## src/hdl/yuyv_pair_to_rgb_top_macros.svh

```systemverilog
// Assertion macros used by the top module of the YUYV pair to RGB converter.
`ifndef YUYV_PAIR_TO_RGB_TOP_MACROS_SVH
`define YUYV_PAIR_TO_RGB_TOP_MACROS_SVH

// The consequent must hold in the same cycle as the antecedent.
`define YP2R_ASSERT_NOW(label, clk, rst_n, ante, cons) \
    label: assert property (@(posedge clk) disable iff (!rst_n) (ante) |-> (cons)) \
        else $error("yp2r assertion failed");

// The consequent must hold in the cycle after the antecedent.
`define YP2R_ASSERT_NEXT(label, clk, rst_n, ante, cons) \
    label: assert property (@(posedge clk) disable iff (!rst_n) (ante) |=> (cons)) \
        else $error("yp2r assertion failed");

`endif

```

## src/hdl/yp2r_pkg.sv

```systemverilog
// Package with types, widths and register codes of the YUYV pair to RGB converter.
`timescale 1ns / 1ps

package yp2r_pkg;

    localparam int PIX_W   = 8;
    localparam int GAIN_W  = 12;
    localparam int KNEE_W  = 8;
    localparam int IDX_W   = 3;
    localparam int DATA_W  = 12;
    // Signed gain (13 bits) times signed offset (9 bits).
    localparam int PROD_W  = GAIN_W + 1 + PIX_W + 1;
    // Up to three products are summed; two guard bits cover the growth.
    localparam int SUM_W   = PROD_W + 2;

    localparam logic [IDX_W-1:0] REG_LUMA_GAIN    = 3'd0;
    localparam logic [IDX_W-1:0] REG_BLUE_FROM_U  = 3'd1;
    localparam logic [IDX_W-1:0] REG_GREEN_FROM_V = 3'd2;
    localparam logic [IDX_W-1:0] REG_GREEN_FROM_U = 3'd3;
    localparam logic [IDX_W-1:0] REG_RED_FROM_V   = 3'd4;
    localparam logic [IDX_W-1:0] REG_CLIP_KNEE    = 3'd5;

    localparam logic [GAIN_W-1:0] RST_LUMA_GAIN    = 12'd1192;
    localparam logic [GAIN_W-1:0] RST_BLUE_FROM_U  = 12'd2066;
    localparam logic [GAIN_W-1:0] RST_GREEN_FROM_V = 12'd833;
    localparam logic [GAIN_W-1:0] RST_GREEN_FROM_U = 12'd403;
    localparam logic [GAIN_W-1:0] RST_RED_FROM_V   = 12'd1634;
    localparam logic [KNEE_W-1:0] RST_CLIP_KNEE    = 8'd250;

    localparam logic signed [PIX_W:0] LUMA_OFFSET   = 9'sd16;
    localparam logic signed [PIX_W:0] CHROMA_OFFSET = 9'sd128;

    typedef struct packed {
        logic [GAIN_W-1:0] luma_gain;
        logic [GAIN_W-1:0] blue_from_u;
        logic [GAIN_W-1:0] green_from_v;
        logic [GAIN_W-1:0] green_from_u;
        logic [GAIN_W-1:0] red_from_v;
        logic [KNEE_W-1:0] clip_knee;
    } cfg_t;

    typedef struct packed {
        logic [PIX_W-1:0] y_first;
        logic [PIX_W-1:0] u_shared;
        logic [PIX_W-1:0] y_second;
        logic [PIX_W-1:0] v_shared;
        logic             last_pair;
    } pair_t;

    typedef struct packed {
        logic signed [PROD_W-1:0] luma_first;
        logic signed [PROD_W-1:0] luma_second;
        logic signed [PROD_W-1:0] red_v;
        logic signed [PROD_W-1:0] green_v;
        logic signed [PROD_W-1:0] green_u;
        logic signed [PROD_W-1:0] blue_u;
        logic                     last_pair;
    } prod_t;

    typedef struct packed {
        logic signed [SUM_W-1:0] red_first;
        logic signed [SUM_W-1:0] green_first;
        logic signed [SUM_W-1:0] blue_first;
        logic signed [SUM_W-1:0] red_second;
        logic signed [SUM_W-1:0] green_second;
        logic signed [SUM_W-1:0] blue_second;
        logic                    last_pair;
    } sum_t;

    typedef struct packed {
        logic [PIX_W-1:0] red_first;
        logic [PIX_W-1:0] green_first;
        logic [PIX_W-1:0] blue_first;
        logic [PIX_W-1:0] red_second;
        logic [PIX_W-1:0] green_second;
        logic [PIX_W-1:0] blue_second;
        logic             last_pair;
    } rgb_t;

endpackage

```

## src/hdl/yp2r_in_if.sv

```systemverilog
// Input channel carrying one YUYV macropixel word.
`timescale 1ns / 1ps

interface yp2r_in_if;
    logic       valid;
    logic       ready;
    logic [7:0] y_first;
    logic [7:0] u_shared;
    logic [7:0] y_second;
    logic [7:0] v_shared;
    logic       last_pair;

    modport source (output valid, y_first, u_shared, y_second, v_shared, last_pair,
                    input ready);
    modport sink (input valid, y_first, u_shared, y_second, v_shared, last_pair,
                  output ready);
endinterface

```

## src/hdl/yp2r_out_if.sv

```systemverilog
// Output channel carrying one word of two RGB888 pixels.
`timescale 1ns / 1ps

interface yp2r_out_if;
    logic       valid;
    logic       ready;
    logic [7:0] red_first;
    logic [7:0] green_first;
    logic [7:0] blue_first;
    logic [7:0] red_second;
    logic [7:0] green_second;
    logic [7:0] blue_second;
    logic       last_pair_out;

    modport source (output valid, red_first, green_first, blue_first, red_second,
                    green_second, blue_second, last_pair_out, input ready);
    modport sink (input valid, red_first, green_first, blue_first, red_second,
                  green_second, blue_second, last_pair_out, output ready);
endinterface

```

## src/hdl/yuyv_pair_to_rgb_top.sv

```systemverilog
// An accepted word passes the product, sum and saturation registers in turn before it shows on the output.
// Throughput: one macropixel word per cycle while the output takes words; the three stage
// registers (products, sums, saturation) each hold one word, and a stall at the output
// backs up stage by stage without losing or repeating a word.
// Reset clears the stage valid bits and restores the gain and knee registers.
`timescale 1ns / 1ps

`include "yuyv_pair_to_rgb_top_macros.svh"

module yuyv_pair_to_rgb_top #(
    parameter int FRAC_BITS = 10
) (
    input  logic                        clk,
    input  logic                        rst_n,
    yp2r_in_if.sink                     in_pair,
    yp2r_out_if.source                  out_pair,
    input  logic                        cfg_write_en,
    input  logic [yp2r_pkg::IDX_W-1:0]  cfg_index,
    input  logic [yp2r_pkg::DATA_W-1:0] cfg_data
);
    import yp2r_pkg::*;

    cfg_t  cfg_reg;
    cfg_t  cfg_next;
    pair_t in_word;
    logic  s1_valid;
    logic  s1_ready;
    prod_t s1_data;
    logic  s2_valid;
    logic  s2_ready;
    sum_t  s2_data;
    logic  s3_ready;
    rgb_t  s3_data;

    always_comb
    begin
        cfg_next = cfg_reg;
        if (cfg_write_en)
        begin
            unique case (cfg_index)
                REG_LUMA_GAIN:    cfg_next.luma_gain    = cfg_data[GAIN_W-1:0];
                REG_BLUE_FROM_U:  cfg_next.blue_from_u  = cfg_data[GAIN_W-1:0];
                REG_GREEN_FROM_V: cfg_next.green_from_v = cfg_data[GAIN_W-1:0];
                REG_GREEN_FROM_U: cfg_next.green_from_u = cfg_data[GAIN_W-1:0];
                REG_RED_FROM_V:   cfg_next.red_from_v   = cfg_data[GAIN_W-1:0];
                REG_CLIP_KNEE:    cfg_next.clip_knee    = cfg_data[KNEE_W-1:0];
                default:          cfg_next = cfg_reg;
            endcase
        end
    end

    always_ff @(posedge clk or negedge rst_n)
    begin
        if (!rst_n)
        begin
            cfg_reg.luma_gain    <= RST_LUMA_GAIN;
            cfg_reg.blue_from_u  <= RST_BLUE_FROM_U;
            cfg_reg.green_from_v <= RST_GREEN_FROM_V;
            cfg_reg.green_from_u <= RST_GREEN_FROM_U;
            cfg_reg.red_from_v   <= RST_RED_FROM_V;
            cfg_reg.clip_knee    <= RST_CLIP_KNEE;
        end
        else
        begin
            cfg_reg <= cfg_next;
        end
    end

    assign in_word.y_first   = in_pair.y_first;
    assign in_word.u_shared  = in_pair.u_shared;
    assign in_word.y_second  = in_pair.y_second;
    assign in_word.v_shared  = in_pair.v_shared;
    assign in_word.last_pair = in_pair.last_pair;

    yp2r_mult u_mult (
        .clk       (clk),
        .rst_n     (rst_n),
        .cfg       (cfg_reg),
        .in_valid  (in_pair.valid),
        .in_ready  (in_pair.ready),
        .in_data   (in_word),
        .out_valid (s1_valid),
        .out_ready (s1_ready),
        .out_data  (s1_data)
    );

    yp2r_sum u_sum (
        .clk       (clk),
        .rst_n     (rst_n),
        .in_valid  (s1_valid),
        .in_ready  (s1_ready),
        .in_data   (s1_data),
        .out_valid (s2_valid),
        .out_ready (s2_ready),
        .out_data  (s2_data)
    );

    yp2r_clamp #(
        .FRAC_BITS (FRAC_BITS)
    ) u_clamp (
        .clk       (clk),
        .rst_n     (rst_n),
        .clip_knee (cfg_reg.clip_knee),
        .in_valid  (s2_valid),
        .in_ready  (s3_ready),
        .in_data   (s2_data),
        .out_valid (out_pair.valid),
        .out_ready (out_pair.ready),
        .out_data  (s3_data)
    );

    assign s2_ready               = s3_ready;
    assign out_pair.red_first     = s3_data.red_first;
    assign out_pair.green_first   = s3_data.green_first;
    assign out_pair.blue_first    = s3_data.blue_first;
    assign out_pair.red_second    = s3_data.red_second;
    assign out_pair.green_second  = s3_data.green_second;
    assign out_pair.blue_second   = s3_data.blue_second;
    assign out_pair.last_pair_out = s3_data.last_pair;

    // A full pipeline behind a stalled output must refuse new words.
    `YP2R_ASSERT_NOW(a_full_blocks_input, clk, rst_n,
        s1_valid && s2_valid && out_pair.valid && !out_pair.ready, !in_pair.ready)
    // An empty first stage always has room.
    `YP2R_ASSERT_NOW(a_empty_takes_input, clk, rst_n, !s1_valid, in_pair.ready)
    // A sum word that cannot move on stays in its stage.
    `YP2R_ASSERT_NEXT(a_sum_holds, clk, rst_n, s2_valid && !s3_ready, s2_valid)

endmodule

```

## src/hdl/yp2r_mult.sv

```systemverilog
// First pipeline stage: offset removal and the six gain products.
`timescale 1ns / 1ps

module yp2r_mult (
    input  logic           clk,
    input  logic           rst_n,
    input  yp2r_pkg::cfg_t  cfg,
    input  logic           in_valid,
    output logic           in_ready,
    input  yp2r_pkg::pair_t in_data,
    output logic           out_valid,
    input  logic           out_ready,
    output yp2r_pkg::prod_t out_data
);
    import yp2r_pkg::*;

    logic                     valid_reg;
    prod_t                    data_reg;
    prod_t                    data_next;
    logic signed [PIX_W:0]    y1_off;
    logic signed [PIX_W:0]    y2_off;
    logic signed [PIX_W:0]    du;
    logic signed [PIX_W:0]    dv;
    logic signed [GAIN_W:0]   g_luma;
    logic signed [GAIN_W:0]   g_red_v;
    logic signed [GAIN_W:0]   g_green_v;
    logic signed [GAIN_W:0]   g_green_u;
    logic signed [GAIN_W:0]   g_blue_u;

    assign in_ready  = !valid_reg || out_ready;
    assign out_valid = valid_reg;
    assign out_data  = data_reg;

    always_comb
    begin
        y1_off    = $signed({1'b0, in_data.y_first}) - LUMA_OFFSET;
        y2_off    = $signed({1'b0, in_data.y_second}) - LUMA_OFFSET;
        du        = $signed({1'b0, in_data.u_shared}) - CHROMA_OFFSET;
        dv        = $signed({1'b0, in_data.v_shared}) - CHROMA_OFFSET;
        g_luma    = $signed({1'b0, cfg.luma_gain});
        g_red_v   = $signed({1'b0, cfg.red_from_v});
        g_green_v = $signed({1'b0, cfg.green_from_v});
        g_green_u = $signed({1'b0, cfg.green_from_u});
        g_blue_u  = $signed({1'b0, cfg.blue_from_u});

        data_next.luma_first  = g_luma * y1_off;
        data_next.luma_second = g_luma * y2_off;
        data_next.red_v       = g_red_v * dv;
        data_next.green_v     = g_green_v * dv;
        data_next.green_u     = g_green_u * du;
        data_next.blue_u      = g_blue_u * du;
        data_next.last_pair   = in_data.last_pair;
    end

    always_ff @(posedge clk or negedge rst_n)
    begin
        if (!rst_n)
        begin
            valid_reg <= 1'b0;
        end
        else if (in_ready)
        begin
            valid_reg <= in_valid;
        end
    end

    always_ff @(posedge clk)
    begin
        if (in_valid && in_ready)
        begin
            data_reg <= data_next;
        end
    end

endmodule

```

## src/hdl/yp2r_sum.sv

```systemverilog
// Second pipeline stage: the three channel sums of both pixels.
`timescale 1ns / 1ps

module yp2r_sum (
    input  logic           clk,
    input  logic           rst_n,
    input  logic           in_valid,
    output logic           in_ready,
    input  yp2r_pkg::prod_t in_data,
    output logic           out_valid,
    input  logic           out_ready,
    output yp2r_pkg::sum_t  out_data
);
    import yp2r_pkg::*;

    logic                    valid_reg;
    sum_t                    data_reg;
    sum_t                    data_next;
    logic signed [SUM_W-1:0] l1;
    logic signed [SUM_W-1:0] l2;
    logic signed [SUM_W-1:0] rv;
    logic signed [SUM_W-1:0] gv;
    logic signed [SUM_W-1:0] gu;
    logic signed [SUM_W-1:0] bu;

    assign in_ready  = !valid_reg || out_ready;
    assign out_valid = valid_reg;
    assign out_data  = data_reg;

    always_comb
    begin
        l1 = SUM_W'(in_data.luma_first);
        l2 = SUM_W'(in_data.luma_second);
        rv = SUM_W'(in_data.red_v);
        gv = SUM_W'(in_data.green_v);
        gu = SUM_W'(in_data.green_u);
        bu = SUM_W'(in_data.blue_u);

        data_next.red_first    = l1 + rv;
        data_next.green_first  = l1 - gv - gu;
        data_next.blue_first   = l1 + bu;
        data_next.red_second   = l2 + rv;
        data_next.green_second = l2 - gv - gu;
        data_next.blue_second  = l2 + bu;
        data_next.last_pair    = in_data.last_pair;
    end

    always_ff @(posedge clk or negedge rst_n)
    begin
        if (!rst_n)
        begin
            valid_reg <= 1'b0;
        end
        else if (in_ready)
        begin
            valid_reg <= in_valid;
        end
    end

    always_ff @(posedge clk)
    begin
        if (in_valid && in_ready)
        begin
            data_reg <= data_next;
        end
    end

endmodule

```

## src/hdl/yp2r_clamp.sv

```systemverilog
// Third pipeline stage: saturation of each sum to an 8-bit channel, and the output register.
`timescale 1ns / 1ps

module yp2r_clamp #(
    parameter int FRAC_BITS = 10
) (
    input  logic                        clk,
    input  logic                        rst_n,
    input  logic [yp2r_pkg::KNEE_W-1:0] clip_knee,
    input  logic                        in_valid,
    output logic                        in_ready,
    input  yp2r_pkg::sum_t               in_data,
    output logic                        out_valid,
    input  logic                        out_ready,
    output yp2r_pkg::rgb_t               out_data
);
    import yp2r_pkg::*;

    // The compare width holds the shifted knee with a clear sign bit.
    localparam int KNEE_CMP_W = KNEE_W + FRAC_BITS + 1;
    localparam int CMP_W      = (KNEE_CMP_W > SUM_W) ? KNEE_CMP_W : SUM_W;

    logic             valid_reg;
    rgb_t             data_reg;
    rgb_t             data_next;
    logic [CMP_W-1:0] knee_scaled;

    function automatic logic [PIX_W-1:0] clamp_channel(
        input logic signed [SUM_W-1:0] sum,
        input logic [CMP_W-1:0]        knee
    );
        logic signed [CMP_W-1:0] sum_ext;
        logic [PIX_W-1:0]        chan;
        sum_ext = CMP_W'(sum);
        if (sum_ext > $signed(knee))
        begin
            chan = {PIX_W{1'b1}};
        end
        else if (sum < 0)
        begin
            chan = '0;
        end
        else
        begin
            chan = sum[FRAC_BITS+PIX_W-1:FRAC_BITS];
        end
        return chan;
    endfunction

    assign knee_scaled = CMP_W'(clip_knee) << FRAC_BITS;
    assign in_ready    = !valid_reg || out_ready;
    assign out_valid   = valid_reg;
    assign out_data    = data_reg;

    always_comb
    begin
        data_next.red_first    = clamp_channel(in_data.red_first, knee_scaled);
        data_next.green_first  = clamp_channel(in_data.green_first, knee_scaled);
        data_next.blue_first   = clamp_channel(in_data.blue_first, knee_scaled);
        data_next.red_second   = clamp_channel(in_data.red_second, knee_scaled);
        data_next.green_second = clamp_channel(in_data.green_second, knee_scaled);
        data_next.blue_second  = clamp_channel(in_data.blue_second, knee_scaled);
        data_next.last_pair    = in_data.last_pair;
    end

    always_ff @(posedge clk or negedge rst_n)
    begin
        if (!rst_n)
        begin
            valid_reg <= 1'b0;
        end
        else if (in_ready)
        begin
            valid_reg <= in_valid;
        end
    end

    always_ff @(posedge clk)
    begin
        if (in_valid && in_ready)
        begin
            data_reg <= data_next;
        end
    end

endmodule
```

## src/flat_wrapper.sv

```systemverilog
// flat-port wrapper written by rule: the top's interface ports become plain ports
module yuyv_pair_to_rgb_top_flat import yp2r_pkg::*;
#(
    parameter int FRAC_BITS = 10
)
  (clk, rst_n, cfg_write_en, cfg_index, cfg_data, in_pair_valid, in_pair_y_first, in_pair_u_shared, in_pair_y_second, in_pair_v_shared, in_pair_last_pair, in_pair_ready, out_pair_valid, out_pair_red_first, out_pair_green_first, out_pair_blue_first, out_pair_red_second, out_pair_green_second, out_pair_blue_second, out_pair_last_pair_out, out_pair_ready);
  yp2r_in_if in_pair_i ();
  yp2r_out_if out_pair_i ();
  input  logic clk;
  input  logic rst_n;
  input  logic cfg_write_en;
  input  logic [yp2r_pkg::IDX_W-1:0] cfg_index;
  input  logic [yp2r_pkg::DATA_W-1:0] cfg_data;
  input wire logic [$bits(in_pair_i.valid)-1:0] in_pair_valid;
  input wire logic [$bits(in_pair_i.y_first)-1:0] in_pair_y_first;
  input wire logic [$bits(in_pair_i.u_shared)-1:0] in_pair_u_shared;
  input wire logic [$bits(in_pair_i.y_second)-1:0] in_pair_y_second;
  input wire logic [$bits(in_pair_i.v_shared)-1:0] in_pair_v_shared;
  input wire logic [$bits(in_pair_i.last_pair)-1:0] in_pair_last_pair;
  output wire logic [$bits(in_pair_i.ready)-1:0] in_pair_ready;
  output wire logic [$bits(out_pair_i.valid)-1:0] out_pair_valid;
  output wire logic [$bits(out_pair_i.red_first)-1:0] out_pair_red_first;
  output wire logic [$bits(out_pair_i.green_first)-1:0] out_pair_green_first;
  output wire logic [$bits(out_pair_i.blue_first)-1:0] out_pair_blue_first;
  output wire logic [$bits(out_pair_i.red_second)-1:0] out_pair_red_second;
  output wire logic [$bits(out_pair_i.green_second)-1:0] out_pair_green_second;
  output wire logic [$bits(out_pair_i.blue_second)-1:0] out_pair_blue_second;
  output wire logic [$bits(out_pair_i.last_pair_out)-1:0] out_pair_last_pair_out;
  input wire logic [$bits(out_pair_i.ready)-1:0] out_pair_ready;
  assign in_pair_i.valid = in_pair_valid;
  assign in_pair_i.y_first = in_pair_y_first;
  assign in_pair_i.u_shared = in_pair_u_shared;
  assign in_pair_i.y_second = in_pair_y_second;
  assign in_pair_i.v_shared = in_pair_v_shared;
  assign in_pair_i.last_pair = in_pair_last_pair;
  assign in_pair_ready = in_pair_i.ready;
  assign out_pair_valid = out_pair_i.valid;
  assign out_pair_red_first = out_pair_i.red_first;
  assign out_pair_green_first = out_pair_i.green_first;
  assign out_pair_blue_first = out_pair_i.blue_first;
  assign out_pair_red_second = out_pair_i.red_second;
  assign out_pair_green_second = out_pair_i.green_second;
  assign out_pair_blue_second = out_pair_i.blue_second;
  assign out_pair_last_pair_out = out_pair_i.last_pair_out;
  assign out_pair_i.ready = out_pair_ready;
  yuyv_pair_to_rgb_top #(.FRAC_BITS(FRAC_BITS)) u_core (.clk(clk), .rst_n(rst_n), .in_pair(in_pair_i), .out_pair(out_pair_i), .cfg_write_en(cfg_write_en), .cfg_index(cfg_index), .cfg_data(cfg_data));
endmodule
```

## config.mk

```make
export PLATFORM = sky130hd
export DESIGN_NAME = yuyv_pair_to_rgb_top_flat
export DESIGN_NICKNAME = d
export VERILOG_FILES = /design/src/hdl/yp2r_pkg.sv /design/src/hdl/yp2r_in_if.sv /design/src/hdl/yp2r_out_if.sv /design/src/hdl/yuyv_pair_to_rgb_top.sv /design/src/hdl/yp2r_mult.sv /design/src/hdl/yp2r_sum.sv /design/src/hdl/yp2r_clamp.sv /design/src/flat_wrapper.sv
export VERILOG_INCLUDE_DIRS = /design/src /design/src/hdl
export SDC_FILE = /design/constraint.sdc
export NUM_CORES = 2
export LEC_CHECK = 0
export BUFFER_PORTS_ARGS = -buffer_cell sky130_fd_sc_hd__clkbuf_2
export CORE_MARGIN = 3
export CORE_UTILIZATION = 40
export CTS_CLUSTER_DIAMETER = 30
export CTS_CLUSTER_SIZE = 28
export DETAILED_ROUTE_END_ITERATION = 7
export GPL_TIMING_DRIVEN = 0
export SLEW_MARGIN = 0
export SYNTH_ARGS = -nofsm -noshare
export SYNTH_HDL_FRONTEND = slang
export SYNTH_SLANG_ARGS = --single-unit
export TNS_END_PERCENT = 50
```

## constraint.sdc

```tcl
create_clock -name clk -period 6.9 [get_ports clk]
set_input_delay 0.345 -clock clk [delete_from_list [all_inputs] [get_ports clk]]
set_output_delay 0.345 -clock clk [all_outputs]
set_load 0.02 [all_outputs]
```

### After elaboration in Yosys (flattened, before gate mapping)

Cells that the tools add are included.

* register bits after elaboration: 394
* bits in latches: 0
* RAM bits: 0
* bits in read-only memories: 0
* input bits: 53
* output and inout bits: 51
* logic and storage cells: 87
* memories kept: 0

* add/sub/neg operators: 12
* multiply operators: 6
* div/mod/pow operators: 0
* $lt $le $gt $ge: 12
* equal/unequal tests: 5
* shift-type cells: 0
* muxes and demuxes: 6
* bitwise gates (word level): 0
* reduce and logical (&&, ||, !) cells: 16

Operators with widths (count)
* $mul A13 B9 Y22: 6
* $add A22 B22 Y23: 4
* $gt A23 B19 Y1: 4
* $lt A23 B1 Y1 const B: 4
* $gt A24 B19 Y1: 2
* $lt A24 B1 Y1 const B: 2
* $mux W8: 6
* $sub A23 B22 Y24: 2
* $sub A22 B22 Y23: 2
* $sub A8 B5 Y9 const B: 2
* $sub A8 B8 Y9 const B: 2
* $reduce_and A2 Y1: 6
* $eq A3 B2 Y1 const B: 2
* $eq A3 B3 Y1 const B: 2
* $eq A3 B1 Y1 const B: 1
* $logic_and A1 B1 Y1: 3
* $logic_not A1 Y1: 3
* $logic_not A3 Y1: 1
* $logic_or A1 B1 Y1: 3

### Depth between registers and ports, before layout

* word-level depth: 5
* gate-level depth with buffers: 23

### Modules after synthesis

Synthesis repeated with hierarchy kept, for this count alone.

* cell total of the unflattened synthesis: 4416
* area, all modules: 44575.3 um^2

By module, submodules not included
* yp2r_mult: instances 1, cells each 2713, area an instance 25911.1 um^2, sequential area each 4018.9 um^2
* yp2r_sum: instances 1, cells each 1214, area an instance 12241.7 um^2, sequential area each 4259.1 um^2
* yp2r_clamp: instances 1, cells each 342, area an instance 3656.0 um^2, sequential area each 1496.4 um^2
* yuyv_pair_to_rgb_top: instances 1, cells each 147, area an instance 2766.4 um^2, sequential area each 1735.4 um^2

### Least setup slack after synthesis

OpenSTA, ideal clock, no wires.

* path type: input to register
* start point: in in_pair_y_second[4]
* end point: reg u_core.u_mult.data_reg (netlist bit u_core.u_mult.out_data[110]), data pin
* setup time: 0.258 ns
* arrival: 5.779 ns
* required time: 6.642 ns
* setup slack: 0.863 ns
* stages on the path: 22
* path through: clkbuf_1 > inv_1 > ha_1 > xor2_1 > clkbuf_1 > nand2_1 > fa_1 > fa_1 > fa_1 > inv_1 > fa_1 > inv_1 > fa_1 > inv_1 > ha_1 > and3_1 > a221oi_1 > a21oi_1 > a311oi_1 > o21bai_1 > a21o_1 > xnor2_1

RTL lines
* from (decl): RTL line flat_wrapper.sv:17 `input wire logic [$bits(in_pair_i.y_second)-1:0] in_pair_y_second;`
* to (signal assigned): RTL line yp2r_mult.sv:71 `data_reg <= data_next;`
* to (decl): RTL line yp2r_mult.sv:18 `prod_t data_reg;`

==> summary.md <==
| Metric | Value |
|---|---|
| Core ar. | `108000 um2` |
| Reg clk slew, reported paths | `0.05 ns` |
| Final period util | `0.944` |
| Critical Path RT | `7.30 ns` |
| Setup bufs post-CTS | `0` |
| Ys flop type | `edfxtp_1` |
| Hold crit path type | `in -> reg` |
| Final Wtd Congestion | `0.990` |
| Ys Warns | `0` |
| Mean Syn Cell Area | `10.1 um2` |
| Total GRT Usage | `0.209` |
| DRT Pass-1 Iters | `5` |
| Root buf cell | `clkbuf_16` |
| CTS Buf Count | `96` |
| R2r setup slk | `0.39 ns` |
| Iter 0 DRT Violations | `1979` |
| Final worst path period need | `6.51 ns` |
| Crit path kind | `reg -> reg` |
| Worst-path fanout max | `10` |
| Synth top cells by count | `inv_1, ha_1, fa_1` |
| Drt drc | `0` |
| Peak Freq | `154 MHz` |
| Fillers | `10300` |
| Worst-skew pair later-pin latency | `0.66 ns` |
| Minimum hold slack | `0.0578 ns` |
| Ranking of synthesized cells by area | `edfxtp_1, fa_1, ha_1, inv_1, nand2_1` |
| FF+latch count, synth | `394` |
| Share of Yosys cell area claimed by the top area cell type | `0.223` |
| Gate count of the mapped netlist | `4325` |
| Hold path startpoint | `in_pair_y_first[0]` |
| Avg Vias per Cell | `5.14` |
| Critical Path AT | `6.92 ns` |
| Layout area overhead | `13.1%` |
| Final #Nets | `5615` |
| RSZ-0062 raised after global routing | `false` |
| Full die area | `113000 um2` |
| Hold Vio Cnt, Final | `0` |
| Ports | `104` |
| Max clock buf depth | `3` |
| Total of max-cap violations | `0` |
| Port Buffer Count | `103` |
| Multi-input gate area | `28800 um2` |
| Mapped Area | `43500 um2` |
| Syn Nets | `5405` |
| Initial antenna violation count | `2` |
| Die extent in x | `336 um` |
| Die H | `336 um` |
| First-pass GRT wire length | `181000 um` |
| EDFF count, synth | `323` |
| Slew Limit Headroom | `0.306` |
| Register area | `11500 um2` |
| Final Util | `0.458` |
| Seq/Total Area, Yosys | `0.265` |
| Worst Skew | `0.0367 ns` |
| Layout Cells excl Fill | `6021` |
| Crit-path cells | `clkbuf_1, clkbuf_1, nand2_1, fa_1, fa_1, inv_1, ha_1, inv_1, fa_1, inv_1, ha_1, ha_1, fa_1, a21o_1, a221oi_1, a21oi_1, a311oi_1, o21bai_1, a21o_1, xnor2_1` |
| Post-synth cell types | `75` |
| Most common cell in the netlist | `inv_1` |
| Max-slew violations | `0` |
| Starting Density | `0.405` |
| Antenna-violating nets left | `0` |
| GRT overflow | `0` |
| Final setup fails | `0` |
| Outcome | `finished clean` |
| Placed cell count | `5836` |
| Largest net degree at the start of global routing | `73` |
| Crit path launch type | `register` |
| CTS tree | `built` |
| Detailed-placement wirelength estimate | `94500 um` |
| Max reg flops | `141` |
| Crit path from | `u_core.cfg_reg[59]$_DFFE_PN1P_` |
| Num Clock Sinks | `394` |
| Drt total wl | `115000 um` |
| Worst R2R Start | `u_core.cfg_reg[59]$_DFFE_PN1P_` |
| Worst path max stage delay | `0.58 ns` |
| Row count | `120` |
| Slowest cell on the critical path | `clkbuf_1` |
| Cell taking the most area after synthesis | `edfxtp_1` |
| WL/cell | `19.1 um` |
| Asr flop ratio synth | `0.180` |
| DR vias | `30900` |
| Most used cell, CP | `fa_1` |
| Layout cells sized above 1 | `0.0921` |
| H-tree level count | `3` |
| Worst slew pin tran | `1.03 ns` |
| Vias in the first global route | `31400` |
| Critical Path Sink Type | `register` |
[cell usage in the layout, fill, tap and decap left out, drive strengths merged, types with 52 or more instances in the layout]
master and n:
and2 222, mux2 68, or2 52, o21ai 118
fa 474, clkbuf 358, xnor2 148, nor2 160
edfxtp 323, ha 553, a21o 89, inv 697
nand2 401, nor2b 73, xor2 57, a21oi 217
[metrics by stage]
step / setup slack, ns / instance area [um2] / setup TNS [ns]
CTS: 0.136 / 49200 / 0
global route: 0.0442 / 49200 / 0
floorplan: 0.863 / 43500 / 0
finish: 0.386 / 49200 / 0
detailed placement: -0.301 / 45900 / -0.718
global placement: -0.297 / 45800 / -0.744
[cell families after synthesis]
kind of cell / synth area share
fa+ha+maj: 0.377
compound gates: 0.0974
mux: 0.0183
xor+xnor: 0.0413
buf+inv: 0.0726
flops: 0.265
simple gates: 0.129
[final cells by class]
| type | instances | share of cell area |
|---|---|---|
| sequential | 394 | 0.234 |
| clock buffer | 109 | 0.0506 |
| multi-input combinational | 3090 | 0.586 |
| inverter | 686 | 0.0523 |
| timing repair buffer | 113 | 0.0142 |
| buffer | 154 | 0.0118 |
| tap | 1403 | 0.0357 |
| antenna | 3 | 0.000153 |
| clock inverter | 69 | 0.0151 |
[repair_timing]
| item | in CTS | in global routing |
|---|---|---|
| gates resized for setup | 0 | 6 |
| hold buffers | 5 | 0 |
| hold endpoints to repair | 26 | 0 |
| endpoints found under the setup margin | 0 | 3 |
[layer usage]
layer | share of wire | GRT usage
met5 | 0 | 0
met4 | 0.028 | 0.0585
met3 | 0.060 | 0.0369
met2 | 0.45 | 0.329
met1 | 0.47 | 0.295
[final timing paths]
path	to	depth (start not counted)
setup / recovery	u_core.u_mult.out_data[110]$_DFFE_PP_	20
hold / removal	u_core.u_mult.out_data[111]$_DFFE_PP_	2
setup reg to reg	u_core.u_mult.out_data[110]$_DFFE_PP_	20
hold reg to reg	u_core.u_clamp.out_data[0]$_DFFE_PP_	0
max in group asynchronous	u_core.cfg_reg[63]$_DFFE_PN1P_	3
min in group asynchronous	u_core.cfg_reg[29]$_DFFE_PN0P_	2
[worst max-delay path: cells and delay by family, from the launching register on]
kind	cells	cell delay (ns)
buf+inv	5	1.13
xor+xnor	1	0.13
flops	1	0.51
simple gates	1	0.16
compound gates	6	1.64
fa+ha+maj	7	2.70
Power is not shown: default switching activity piles up to over one toggle a cycle in this logic, so the estimate is an artifact.
